<file path="src/rtl/rble_pkg.sv">
package rble_pkg;

   // Width of the run length field as configured; the code byte carries at most 7 bits.
   localparam int LENGTH_BITS     = 7;
   localparam int LEN_W           = (LENGTH_BITS < 7) ? LENGTH_BITS : 7;
   localparam int MAX_RUN         = (1 << LEN_W) - 1;
   localparam int PIXELS_PER_BYTE = 8;
   localparam int PIX_IDX_W       = $clog2(PIXELS_PER_BYTE);
   localparam int QUEUE_DEPTH     = 2;
   localparam int QUEUE_PTR_W     = $clog2(QUEUE_DEPTH);
   localparam int QUEUE_CNT_W     = $clog2(QUEUE_DEPTH + 1);

   typedef logic [LEN_W-1:0] run_len_type;

   // One input request as it waits in the queue.
   typedef struct packed {
      logic       last;
      logic [7:0] pixels;
   } item_type;

   // One step of the pixel engine as seen by the emitter.
   typedef struct packed {
      logic       fire;
      logic       has_code;
      logic       byte_end;
      logic [7:0] code;
   } step_type;

   function automatic logic [7:0] make_code(logic colour, run_len_type len);
      make_code = {colour, 7'(len)};
   endfunction

endpackage

</file>
<file path="src/rtl/rble_front.sv">
module rble_front (
   input  logic               clock,
   input  logic               reset,
   input  logic               in_valid,
   output logic               in_ready,
   input  rble_pkg::item_type in_item,
   output logic               out_valid,
   input  logic               out_pop,
   output rble_pkg::item_type out_item
);
   import rble_pkg::*;

   item_type                 mem_ff [QUEUE_DEPTH];
   logic [QUEUE_PTR_W-1:0]   wr_ptr_ff, wr_ptr_in;
   logic [QUEUE_PTR_W-1:0]   rd_ptr_ff, rd_ptr_in;
   logic [QUEUE_CNT_W-1:0]   count_ff, count_in;
   logic                     push, pop;

   assign in_ready  = (count_ff != QUEUE_CNT_W'(QUEUE_DEPTH));
   assign out_valid = (count_ff != '0);
   assign out_item  = mem_ff[rd_ptr_ff];
   assign push      = in_valid && in_ready;
   assign pop       = out_pop && out_valid;

   always_comb begin
      wr_ptr_in = wr_ptr_ff;
      rd_ptr_in = rd_ptr_ff;
      count_in  = count_ff;
      if (push) begin
         wr_ptr_in = (wr_ptr_ff == QUEUE_PTR_W'(QUEUE_DEPTH - 1)) ? '0 : wr_ptr_ff + 1'b1;
      end
      if (pop) begin
         rd_ptr_in = (rd_ptr_ff == QUEUE_PTR_W'(QUEUE_DEPTH - 1)) ? '0 : rd_ptr_ff + 1'b1;
      end
      if (push && !pop) begin
         count_in = count_ff + 1'b1;
      end else if (pop && !push) begin
         count_in = count_ff - 1'b1;
      end
   end

   always_ff @(posedge clock) begin
      if (reset) begin
         wr_ptr_ff <= '0;
         rd_ptr_ff <= '0;
         count_ff  <= '0;
      end else begin
         wr_ptr_ff <= wr_ptr_in;
         rd_ptr_ff <= rd_ptr_in;
         count_ff  <= count_in;
      end
   end

   always_ff @(posedge clock) begin
      if (push) begin
         mem_ff[wr_ptr_ff] <= in_item;
      end
   end

endmodule

</file>
<file path="src/rtl/rble_back.sv">
module rble_back (
   input  logic               clock,
   input  logic               reset,
   input  logic               item_valid,
   output logic               item_pop,
   input  rble_pkg::item_type item,
   input  logic               code_ready,
   output rble_pkg::step_type step
);
   import rble_pkg::*;

   logic                 busy_ff, busy_in;
   logic                 flush_ff, flush_in;
   logic                 last_ff, last_in;
   logic [7:0]           pix_ff, pix_in;
   logic [PIX_IDX_W-1:0] idx_ff, idx_in;
   logic                 colour_ff, colour_in;
   run_len_type          len_ff, len_in;

   logic                 px, close_change, close_max, start_run, final_pix, go_flush;
   logic                 produce, advance, byte_end;
   logic                 new_colour;
   run_len_type          new_len, len_after;
   logic [7:0]           code;

   always_comb begin
      px           = pix_ff[7];
      close_change = (len_ff != '0) && (px != colour_ff);
      start_run    = close_change || (len_ff == '0);
      new_len      = start_run ? run_len_type'(1) : len_ff + 1'b1;
      new_colour   = start_run ? px : colour_ff;
      close_max    = (new_len == run_len_type'(MAX_RUN));
      len_after    = close_max ? '0 : new_len;
      final_pix    = (idx_ff == PIX_IDX_W'(PIXELS_PER_BYTE - 1));
      go_flush     = final_pix && last_ff && (len_after != '0);

      if (flush_ff) begin
         produce  = 1'b1;
         code     = make_code(colour_ff, len_ff);
         byte_end = 1'b1;
      end else begin
         produce  = close_change || close_max;
         code     = close_change ? make_code(colour_ff, len_ff)
                                 : make_code(new_colour, new_len);
         byte_end = final_pix && !go_flush;
      end

      advance       = busy_ff && (!produce || code_ready);
      step.fire     = advance;
      step.has_code = produce;
      step.byte_end = byte_end;
      step.code     = code;

      item_pop = item_valid && (!busy_ff || (advance && byte_end));

      busy_in   = busy_ff;
      flush_in  = flush_ff;
      last_in   = last_ff;
      pix_in    = pix_ff;
      idx_in    = idx_ff;
      colour_in = colour_ff;
      len_in    = len_ff;

      if (advance) begin
         if (flush_ff) begin
            flush_in  = 1'b0;
            colour_in = 1'b0;
            len_in    = '0;
         end else begin
            pix_in    = {pix_ff[6:0], 1'b0};
            idx_in    = idx_ff + 1'b1;
            colour_in = new_colour;
            len_in    = len_after;
            if (go_flush) begin
               flush_in = 1'b1;
            end else if (final_pix && last_ff) begin
               colour_in = 1'b0;
               len_in    = '0;
            end
         end
         if (byte_end) begin
            busy_in = 1'b0;
         end
      end

      if (item_pop) begin
         busy_in = 1'b1;
         pix_in  = item.pixels;
         last_in = item.last;
         idx_in  = '0;
      end
   end

   always_ff @(posedge clock) begin
      if (reset) begin
         busy_ff   <= 1'b0;
         flush_ff  <= 1'b0;
         colour_ff <= 1'b0;
         len_ff    <= '0;
      end else begin
         busy_ff   <= busy_in;
         flush_ff  <= flush_in;
         colour_ff <= colour_in;
         len_ff    <= len_in;
      end
   end

   always_ff @(posedge clock) begin
      last_ff <= last_in;
      pix_ff  <= pix_in;
      idx_ff  <= idx_in;
   end

endmodule

</file>
<file path="src/rtl/rble_emit.sv">
module rble_emit (
   input  logic               clock,
   input  logic               reset,
   input  rble_pkg::step_type step,
   output logic               code_ready,
   output logic               out_valid,
   input  logic               out_ready,
   output logic [7:0]         out_code,
   output logic               out_last
);
   import rble_pkg::*;

   logic       pend_valid_ff, pend_valid_in;
   logic       pend_final_ff, pend_final_in;
   logic [7:0] pend_code_ff, pend_code_in;
   logic       rsp_valid_ff, rsp_valid_in;
   logic [7:0] rsp_code_ff, rsp_code_in;
   logic       rsp_last_ff, rsp_last_in;
   logic       rsp_free, new_code, move;

   assign out_valid = rsp_valid_ff;
   assign out_code  = rsp_code_ff;
   assign out_last  = rsp_last_ff;

   // Hold the newest code back until it is known whether it closes its byte.
   always_comb begin
      rsp_free   = !rsp_valid_ff || out_ready;
      code_ready = !pend_valid_ff || rsp_free;
      new_code   = step.fire && step.has_code;
      move       = pend_valid_ff && rsp_free && (pend_final_ff || new_code);

      rsp_valid_in = rsp_valid_ff;
      rsp_code_in  = rsp_code_ff;
      rsp_last_in  = rsp_last_ff;
      if (move) begin
         rsp_valid_in = 1'b1;
         rsp_code_in  = pend_code_ff;
         rsp_last_in  = pend_final_ff;
      end else if (out_ready) begin
         rsp_valid_in = 1'b0;
      end

      pend_valid_in = pend_valid_ff;
      pend_final_in = pend_final_ff;
      pend_code_in  = pend_code_ff;
      if (new_code) begin
         pend_valid_in = 1'b1;
         pend_final_in = step.byte_end;
         pend_code_in  = step.code;
      end else if (move) begin
         pend_valid_in = 1'b0;
      end else if (step.fire && step.byte_end) begin
         pend_final_in = 1'b1;
      end
   end

   always_ff @(posedge clock) begin
      if (reset) begin
         pend_valid_ff <= 1'b0;
         rsp_valid_ff  <= 1'b0;
      end else begin
         pend_valid_ff <= pend_valid_in;
         rsp_valid_ff  <= rsp_valid_in;
      end
   end

   always_ff @(posedge clock) begin
      pend_final_ff <= pend_final_in;
      pend_code_ff  <= pend_code_in;
      rsp_code_ff   <= rsp_code_in;
      rsp_last_ff   <= rsp_last_in;
   end

endmodule

</file>
<file path="src/rtl/bilevel_run_length_encoder_top.sv">
// Channel   Direction  Handshake              Payload
// req_      in         req_tvalid/req_tready  tdata = pixel_byte, tlast = last_byte
// rsp_      out        rsp_tvalid/rsp_tready  tdata = run_code,   tlast = last_code
//
// The back end walks one pixel per cycle unless stalled by the emitter; a final byte whose
// last pixel leaves a run open takes an extra step that produces the flush code.
// Reset clears the request queue, the open run and the valid flags of both code registers.
// A two-entry request queue lets requests arrive while the back end is busy; the back
// end stalls only when it has a code and both the held code and the output are full.
module bilevel_run_length_encoder_top (
   input  logic       clock,
   input  logic       reset,
   input  logic       req_tvalid,
   output logic       req_tready,
   input  logic [7:0] req_tdata,   // [7:0] pixel_byte
   input  logic       req_tlast,
   output logic       rsp_tvalid,
   input  logic       rsp_tready,
   output logic [7:0] rsp_tdata,   // [7:0] run_code
   output logic       rsp_tlast
);
   import rble_pkg::*;

   item_type in_item, q_item;
   logic     q_valid, q_pop;
   step_type step;
   logic     code_ready;

   // Pack the request into a queue entry.
   assign in_item.pixels = req_tdata;
   assign in_item.last   = req_tlast;

   // Front: accept requests and buffer them.
   rble_front u_front (
      .clock     (clock),
      .reset     (reset),
      .in_valid  (req_tvalid),
      .in_ready  (req_tready),
      .in_item   (in_item),
      .out_valid (q_valid),
      .out_pop   (q_pop),
      .out_item  (q_item)
   );

   // Back: advance one pixel per cycle unless stalled by the emitter, and close runs.
   rble_back u_back (
      .clock      (clock),
      .reset      (reset),
      .item_valid (q_valid),
      .item_pop   (q_pop),
      .item       (q_item),
      .code_ready (code_ready),
      .step       (step)
   );

   // Emitter: hold the newest code, mark the last one of each byte, drive the output.
   rble_emit u_emit (
      .clock      (clock),
      .reset      (reset),
      .step       (step),
      .code_ready (code_ready),
      .out_valid  (rsp_tvalid),
      .out_ready  (rsp_tready),
      .out_code   (rsp_tdata),
      .out_last   (rsp_tlast)
   );

endmodule
</file>
<file path="config.mk">
export PLATFORM = sky130hd
export DESIGN_NAME = bilevel_run_length_encoder_top
export DESIGN_NICKNAME = d
export VERILOG_FILES = /design/src/rtl/rble_pkg.sv /design/src/rtl/rble_front.sv /design/src/rtl/rble_back.sv /design/src/rtl/rble_emit.sv /design/src/rtl/bilevel_run_length_encoder_top.sv
export SDC_FILE = /design/constraint.sdc
export NUM_CORES = 1
export LEC_CHECK = 0
export ABC_AREA = 1
export BUFFER_PORTS_ARGS = -buffer_cell sky130_fd_sc_hd__clkbuf_2
export CORE_MARGIN = 2
export CORE_UTILIZATION = 59
export DETAILED_ROUTE_END_ITERATION = 6
export PLACE_DENSITY = 0.79
export SYNTH_ARGS = -nofsm -noshare
export SYNTH_HDL_FRONTEND = slang
export SYNTH_HIERARCHICAL = 1
export SYNTH_SLANG_ARGS = --single-unit
</file>
<file path="constraint.sdc">
create_clock -name clock -period 3.9 [get_ports clock]
set_input_delay 0.39 -clock clock [delete_from_list [all_inputs] [get_ports clock]]
set_output_delay 0.39 -clock clock [all_outputs]
set_load 0.03 [all_outputs]
</file>
==> flow_metrics.env, run 1 <==
export IMPL_drive_gt1_share_pct=21.5
export IMPL_yosysTopAreaCellShare_pct=44.8
export IMPL_ys_warn_count=6
export IMPL_routed_wl_mm=4.98
export IMPL_clock_latency_ns=0.33
export IMPL_grt_total_usage_pct=19.8
export IMPL_drtAntennaViolNets=0
export IMPL_worstHoldStart="req_tdata[3]"
export IMPL_placed_area_um2=3150
export IMPL_clockBufferDepth=2
export IMPL_worstMarginPinSlew_ns=0.766
export IMPL_cts_inserted_buffers=9
export IMPL_grt_remaining_overflow=0
export IMPL_yosysSeqAreaShare_pct=58.0
export IMPL_crit_required_ns=4.17
export IMPL_finalCriticalPeriod_ns=3.26
export IMPL_cts_tree="yes"
export IMPL_cts_root_buf="clkbuf_8"
export IMPL_synth_top_flop_cell="edfxtp_1"
export IMPL_core_area_um2=5010
export IMPL_drt_iter0_markers=151
export IMPL_power_density_nw_per_um2=607
export IMPL_grt_max_degree=15
export IMPL_hold_violations=0
export IMPL_crit_buf_inv=5
export IMPL_die_width_um=75.5
export IMPL_synth_commonest_cells="nand2_1, edfxtp_1, inv_1"
export IMPL_crit_path_end_kind="flip-flop"
export IMPL_drv_slew=0
export IMPL_leakagePower_uw=0.00133
export IMPL_die_h_um=75.5
export IMPL_postCtsHoldBufs=0
export IMPL_critical_path_max_fanout=11
export IMPL_r2r_start="u_back/len_ff[0]$_SDFFE_PP0P_"
export IMPL_cp_top_family="simple AND/OR/NAND/NOR gates"
export IMPL_critPathKind="reg -> reg"
export IMPL_maxSlewHeadroom_pct=48.8
export IMPL_skew_ns=0.00905
export IMPL_fin_util_pct=66.1
export IMPL_fp_row_count=26
export IMPL_yosysMostFrequentCell="nand2_1"
export IMPL_critPathLaunch="u_back/len_ff[0]$_SDFFE_PP0P_"
export IMPL_syn_to_final_growth_pct=9.66
export IMPL_fmax_mhz=307
export IMPL_place_congestion=0.877
export IMPL_vdd_ir_drop_max_uv=410
export IMPL_path_clk_slew_ns=0.07
export IMPL_async_flop_share_pct=0
export IMPL_setup_viol=0
export IMPL_synth_area_leader_cell="edfxtp_1"
export IMPL_cts_setup_buffers=0
export IMPL_startpoint_type="flip-flop"
export IMPL_cp_arrival_ns=3.53
export IMPL_hold_class="in -> reg"
export IMPL_slowest_delay_ns=0.54
export IMPL_grt_pass1_vias=1937
export IMPL_antenna_found_initial=0
export IMPL_drcViolationCount=0
export IMPL_avgSynthCellArea_um2=10.1
export IMPL_final_nets=339
export IMPL_ioPinCount=24
export IMPL_worstPathCellList="inv_1, ha_1, inv_1, nor2_1, nand3_2, nand2_4, nor2_1, nand3_1, o22ai_1, nand3_1, nand2_1, nand2_1, nand2_2, nand2_4, nand2_8, nand2_8, inv_4, nand2_1, ha_1, inv_1, nand3_1, nand2_1, inv_1, nor2_1"
export IMPL_ys_seq_elements=65
export IMPL_initial_core_util_pct=60.2
export IMPL_slowest_stage="dfxtp_1"
export IMPL_dr_pass1_iters=4
export IMPL_die_area_um2=5700
export IMPL_grt_pass1_wl_mm=8.16
export IMPL_synth_area_leaders="edfxtp_1, dfxtp_1, nand2_1"
export IMPL_syn_cell_area_um2=3020
export IMPL_via_per_inst=5.18
export IMPL_detailed_place_hpwl_mm=3.72
export IMPL_ys_types=34
export IMPL_syn_nets=316
export IMPL_rsz0062_at_grt="no"
export IMPL_route_vias_total=2052
export IMPL_port_buffers=23
export IMPL_drv_cap=0
export IMPL_synth_cells=298
export IMPL_htreeDepth=3
export IMPL_finalSetupTns_ns=0
export IMPL_period_share_pct=83.6
export IMPL_cts_resized=0
export IMPL_wl_per_cell_um=12.6
export IMPL_status="completed"
export IMPL_synth_edf_count=45
export IMPL_fin_area_um2=3310
export IMPL_antennaDiodeCount=0
export IMPL_cts_sink_count=65
export IMPL_r2r_setup_slack_ns=0.64
layout make-up:
cell class,count,area [um^2]
multi-input cells,186,1060
fillers,419,1700
well taps,70,87.6
clock buffers,16,160
inverters,36,139
flip-flops and latches,65,1750
repair buffers,23,115
registers in the layout (all words and copies together), names as in the netlist, 2 cells and up, named ones only:
name and cells:
u_back/len_ff 7, u_back/pix_ff 8, u_emit/out_code 8, u_front/mem_ff 18
u_front/count_ff 2, u_back/idx_ff 3, u_emit/pend_code_ff 8
per-layer routing:
| metal | vias up | share of wire [%] | wire, um | track usage, % |
|---|---|---|---|---|
| met4 | 0 | 2.8 | 138 | 12.5 |
| li1 | 1045 | - | - | - |
| met1 | 928 | 41 | 2040 | 21.1 |
| met5 | - | 0 | 0 | 0 |
| met2 | 63 | 52 | 2570 | 34.8 |
| met3 | 16 | 4.5 | 222 | 5.16 |
kinds of logic (layout without fill, tap and decap cells):
kind of cell | Yosys count | in the layout | share of synthesized area [%]
muxes | 9 | 9 | 3.36
and+or+nand+nor | 135 | 135 | 22.6
adders and majority gates | 5 | 5 | 2.07
buffers and inverters | 47 | 75 | 6.97
AOI/OAI and AO/OA | 35 | 35 | 6.43
DFF | 65 | 65 | 58.0
xor gates and xnor gates | 2 | 2 | 0.581
layout by cell type (no fill, tap or decap):
cell type,Yosys,layout
or2_2,1,1
nand2_1,61,61
nand4_1,3,3
a21oi_1,14,14
o21ai_1,4,4
o31ai_1,1,1
o211ai_1,2,2
a31oi_2,1,1
o21ai_0,10,10
ha_1,5,5
inv_1,32,32
clkbuf_1,1,6
nand2_2,7,7
nor2_1,21,21
clkinv_2,1,1
dfxtp_1,20,20
nand2_8,2,2
nand3_1,26,26
inv_4,1,1
nor2_2,5,5
edfxtp_1,45,45
nor3_1,1,1
o22ai_1,3,3
nand4_4,1,1
nor2_4,2,2
xnor2_1,2,2
nand3_2,2,2
nand2_4,3,3
mux2_2,9,9
clkbuf_8,0,10
inv_2,2,2
clkbuf_2,0,23
worst register-to-register path, cell delays in order (launching register included):
cell	delay [ns]
dfxtp_1	0.54
inv_1	0.09
ha_1	0.22
inv_1	0.06
nor2_1	0.04
nand3_2	0.14
nand2_4	0.11
nor2_1	0.24
nand3_1	0.14
o22ai_1	0.16
nand3_1	0.17
nand2_1	0.09
nand2_1	0.06
nand2_2	0.10
nand2_4	0.08
nand2_8	0.10
nand2_8	0.08
inv_4	0.09
nand2_1	0.06
ha_1	0.31
inv_1	0.08
nand3_1	0.07
nand2_1	0.06
inv_1	0.04
nor2_1	0.09
worst paths after layout:
| path | to | cells after the start |
|---|---|---|
| min reg2reg | u_emit/out_code[5]$_DFFE_PP_ | 0 |
| max reg2reg | u_front/count_ff[1]$_SDFFE_PP0P_ | 24 |
| max | u_front/count_ff[1]$_SDFFE_PP0P_ | 24 |
| min | u_front/mem_ff[0][3]$_DFFE_PP_ | 1 |
through the flow:
step                      setup WS, ns  power (uW)  hold slack [ns]  cells
after floorplan                   1.13        1460            0.400    298
after global placement           0.758        1530            0.402    380
after detailed placement         0.663        1550            0.412    380
after CTS                        0.640        2030            0.227    396
after global routing             0.299        2140            0.229    396
final                            0.639        2010            0.241    396
report_power, final:
group,switching (uW),leakage (uW),internal (uW),total [uW]
combinational,361,0.000663,188,549
clock,223,0.0000790,250,473
sequential,73.2,0.000591,912,985
No activity file was read; power rests on OpenSTA's default activity.
==> run 2, diff against run 1 <==
clock period = 3.4 ns   (was 3.9 ns; I/O delays follow)
==> flow_metrics.env, run 2 (synthesis gave the netlist of run 1 again) <==
export IMPL_cts_sink_count=65
export IMPL_startpoint_type="flip-flop"
export IMPL_worstHoldStart="req_tdata[4]"
export IMPL_critical_path_max_fanout=10
export IMPL_routed_wl_mm=5.02
export IMPL_ioPinCount=24
export IMPL_grt_pass1_wl_mm=8.26
export IMPL_largest_register_ff_count=18
export IMPL_vdd_ir_drop_max_uv=534
export IMPL_core_area_um2=5010
export IMPL_die_area_um2=5700
export IMPL_fin_util_pct=67.5
export IMPL_wl_per_cell_um=12.6
export IMPL_clockBufferDepth=2
export IMPL_critPathKind="reg -> reg"
export IMPL_drive_gt1_share_pct=23.7
export IMPL_dpl_cell_count=383
export IMPL_min_to="u_front/mem_ff[1][4]$_DFFE_PP_"
export IMPL_skew_ns=0.00495
export IMPL_route_vias_total=2061
export IMPL_grt_total_usage_pct=20.0
export IMPL_status="completed"
export IMPL_power_density_nw_per_um2=725
export IMPL_crit_path_end_kind="flip-flop"
export IMPL_maxSlewHeadroom_pct=52.0
export IMPL_whs_path_depth=1
export IMPL_grt_max_degree=14
export IMPL_fmax_mhz=330
export IMPL_r2r_start="u_back/len_ff[0]$_SDFFE_PP0P_"
export IMPL_grt_pass1_vias=1876
export IMPL_cp_arrival_ns=3.25
export IMPL_syn_to_final_growth_pct=12.0
export IMPL_htreeDepth=3
export IMPL_detailed_place_hpwl_mm=3.71
export IMPL_crit_required_ns=3.61
export IMPL_worstMarginPinSlew_ns=0.718
export IMPL_final_nets=342
export IMPL_final_common_cell="nand2_1"
export IMPL_r2r_setup_slack_ns=0.37
export IMPL_dr_pass1_iters=4
export IMPL_final_cells=399
export IMPL_antennaDiodeCount=0
export IMPL_timing_rr_end="u_front/count_ff[0]$_SDFFE_PP0P_"
export IMPL_r2r_cells=19
export IMPL_place_congestion=0.928
export IMPL_hold_violations=0
export IMPL_fp_row_count=26
export IMPL_port_buffers=23
export IMPL_cts_root_buf="clkbuf_8"
export IMPL_cts_tree="yes"
export IMPL_layout_common_cells="nand2_1, edfxtp_1, inv_1"
export IMPL_period_share_pct=89.2
export IMPL_regMostFlops="u_front/mem_ff"
export IMPL_cts_inserted_buffers=9
export IMPL_antenna_found_initial=0
export IMPL_drtAntennaViolNets=0
export IMPL_drcViolationCount=0
export IMPL_path_clk_slew_ns=0.07
export IMPL_die_h_um=75.5
export IMPL_finalSetupTns_ns=0
export IMPL_via_per_inst=5.17
export IMPL_initial_core_util_pct=60.2
export IMPL_leakagePower_uw=0.00138
export IMPL_finalCriticalPeriod_ns=3.03
export IMPL_hold_class="in -> reg"
export IMPL_drt_iter0_markers=158
export IMPL_setup_viol=0
export IMPL_clock_latency_ns=0.33
export IMPL_grt_remaining_overflow=0
export IMPL_drv_slew=0
export IMPL_die_width_um=75.5
export IMPL_postCtsHoldBufs=0
export IMPL_drv_cap=0
export IMPL_rsz0062_at_grt="no"
-- run 2: changes by cell type in the layout (fill, tap and decap cells not counted) --
cell       previous run  this run
clkbuf_1              6         2
bufinv_16             0         1
clkinv_2              1         2
buf_4                 0         3
dfxtp_1              20        19
clkbuf_8             10        12
dfxtp_2               0         1
-- run 2: where the power goes --
part           switching [uW]  internal [uW]
logic                     432            226
registers                80.5           1050
clock network             268            398
-- run 2: worst max-delay path by stage --
stage                                        startpoint                               end  slack, ns
final                     u_back/len_ff[0]$_SDFFE_PP0P_  u_front/count_ff[0]$_SDFFE_PP0P_       0.37
after detailed placement  u_back/len_ff[1]$_SDFFE_PP0P_  u_front/count_ff[1]$_SDFFE_PP0P_       0.36
after CTS                 u_back/len_ff[1]$_SDFFE_PP0P_  u_front/count_ff[1]$_SDFFE_PP0P_       0.35
after global placement    u_back/len_ff[1]$_SDFFE_PP0P_  u_front/count_ff[1]$_SDFFE_PP0P_       0.49
after global routing      u_back/len_ff[0]$_SDFFE_PP0P_  u_front/count_ff[1]$_SDFFE_PP0P_       0.04
after floorplan           u_back/len_ff[0]$_SDFFE_PP0P_  u_front/count_ff[1]$_SDFFE_PP0P_       0.63
-- run 2: through the flow --
stage	total power (uW)	worst slack, ns	hold WS (ns)	area (um^2)
after floorplan	1680	0.633	0.400	3020
after global placement	1770	0.487	0.404	3170
after detailed placement	1800	0.357	0.409	3170
after CTS	2480	0.350	0.176	3380
after global routing	2610	0.0389	0.180	3380
final	2450	0.366	0.195	3380
-- run 2: cell type report --
| class | count | area, um^2 |
|---|---|---|
| Inverter | 36 | 139 |
| Clock buffer | 14 | 173 |
| Fill cell | 415 | 1630 |
| Timing Repair Buffer | 26 | 138 |
| Clock inverter | 2 | 35.0 |
| Multi-Input combinational cell | 186 | 1060 |
| Sequential cell | 65 | 1750 |
| Tap cell | 70 | 87.6 |
-- run 2: timing repair --
item	in CTS	in global routing
gates resized for setup	0	1
endpoints found under the setup margin	0	1
setup buffers	0	0
-- run 2: critical path: stages (launching register included) --
cell and delay (ns):
dfxtp_1 0.41, ha_1 0.26, nand3_1 0.12, o21ai_1 0.14, nand2_1 0.11, nor2_4 0.18
nand4_4 0.18, o21ai_1 0.13, nand3_1 0.13, nand2_1 0.09, nand2_1 0.06, nand2_2 0.09
nand2_4 0.07, nand2_8 0.09, nand2_8 0.08, inv_4 0.10, nand2_1 0.06, ha_1 0.32
o21ai_0 0.21, a21oi_1 0.08
-- run 2: per-layer routing --
| layer | part of all wire (%) | track usage [%] | wire (um) |
|---|---|---|---|
| met1 | 43 | 22.3 | 2180 |
| met2 | 51 | 34.8 | 2550 |
| met3 | 4.8 | 6.75 | 241 |
| met4 | 1.0 | 8.97 | 51 |
| met5 | 0 | 0 | 0 |
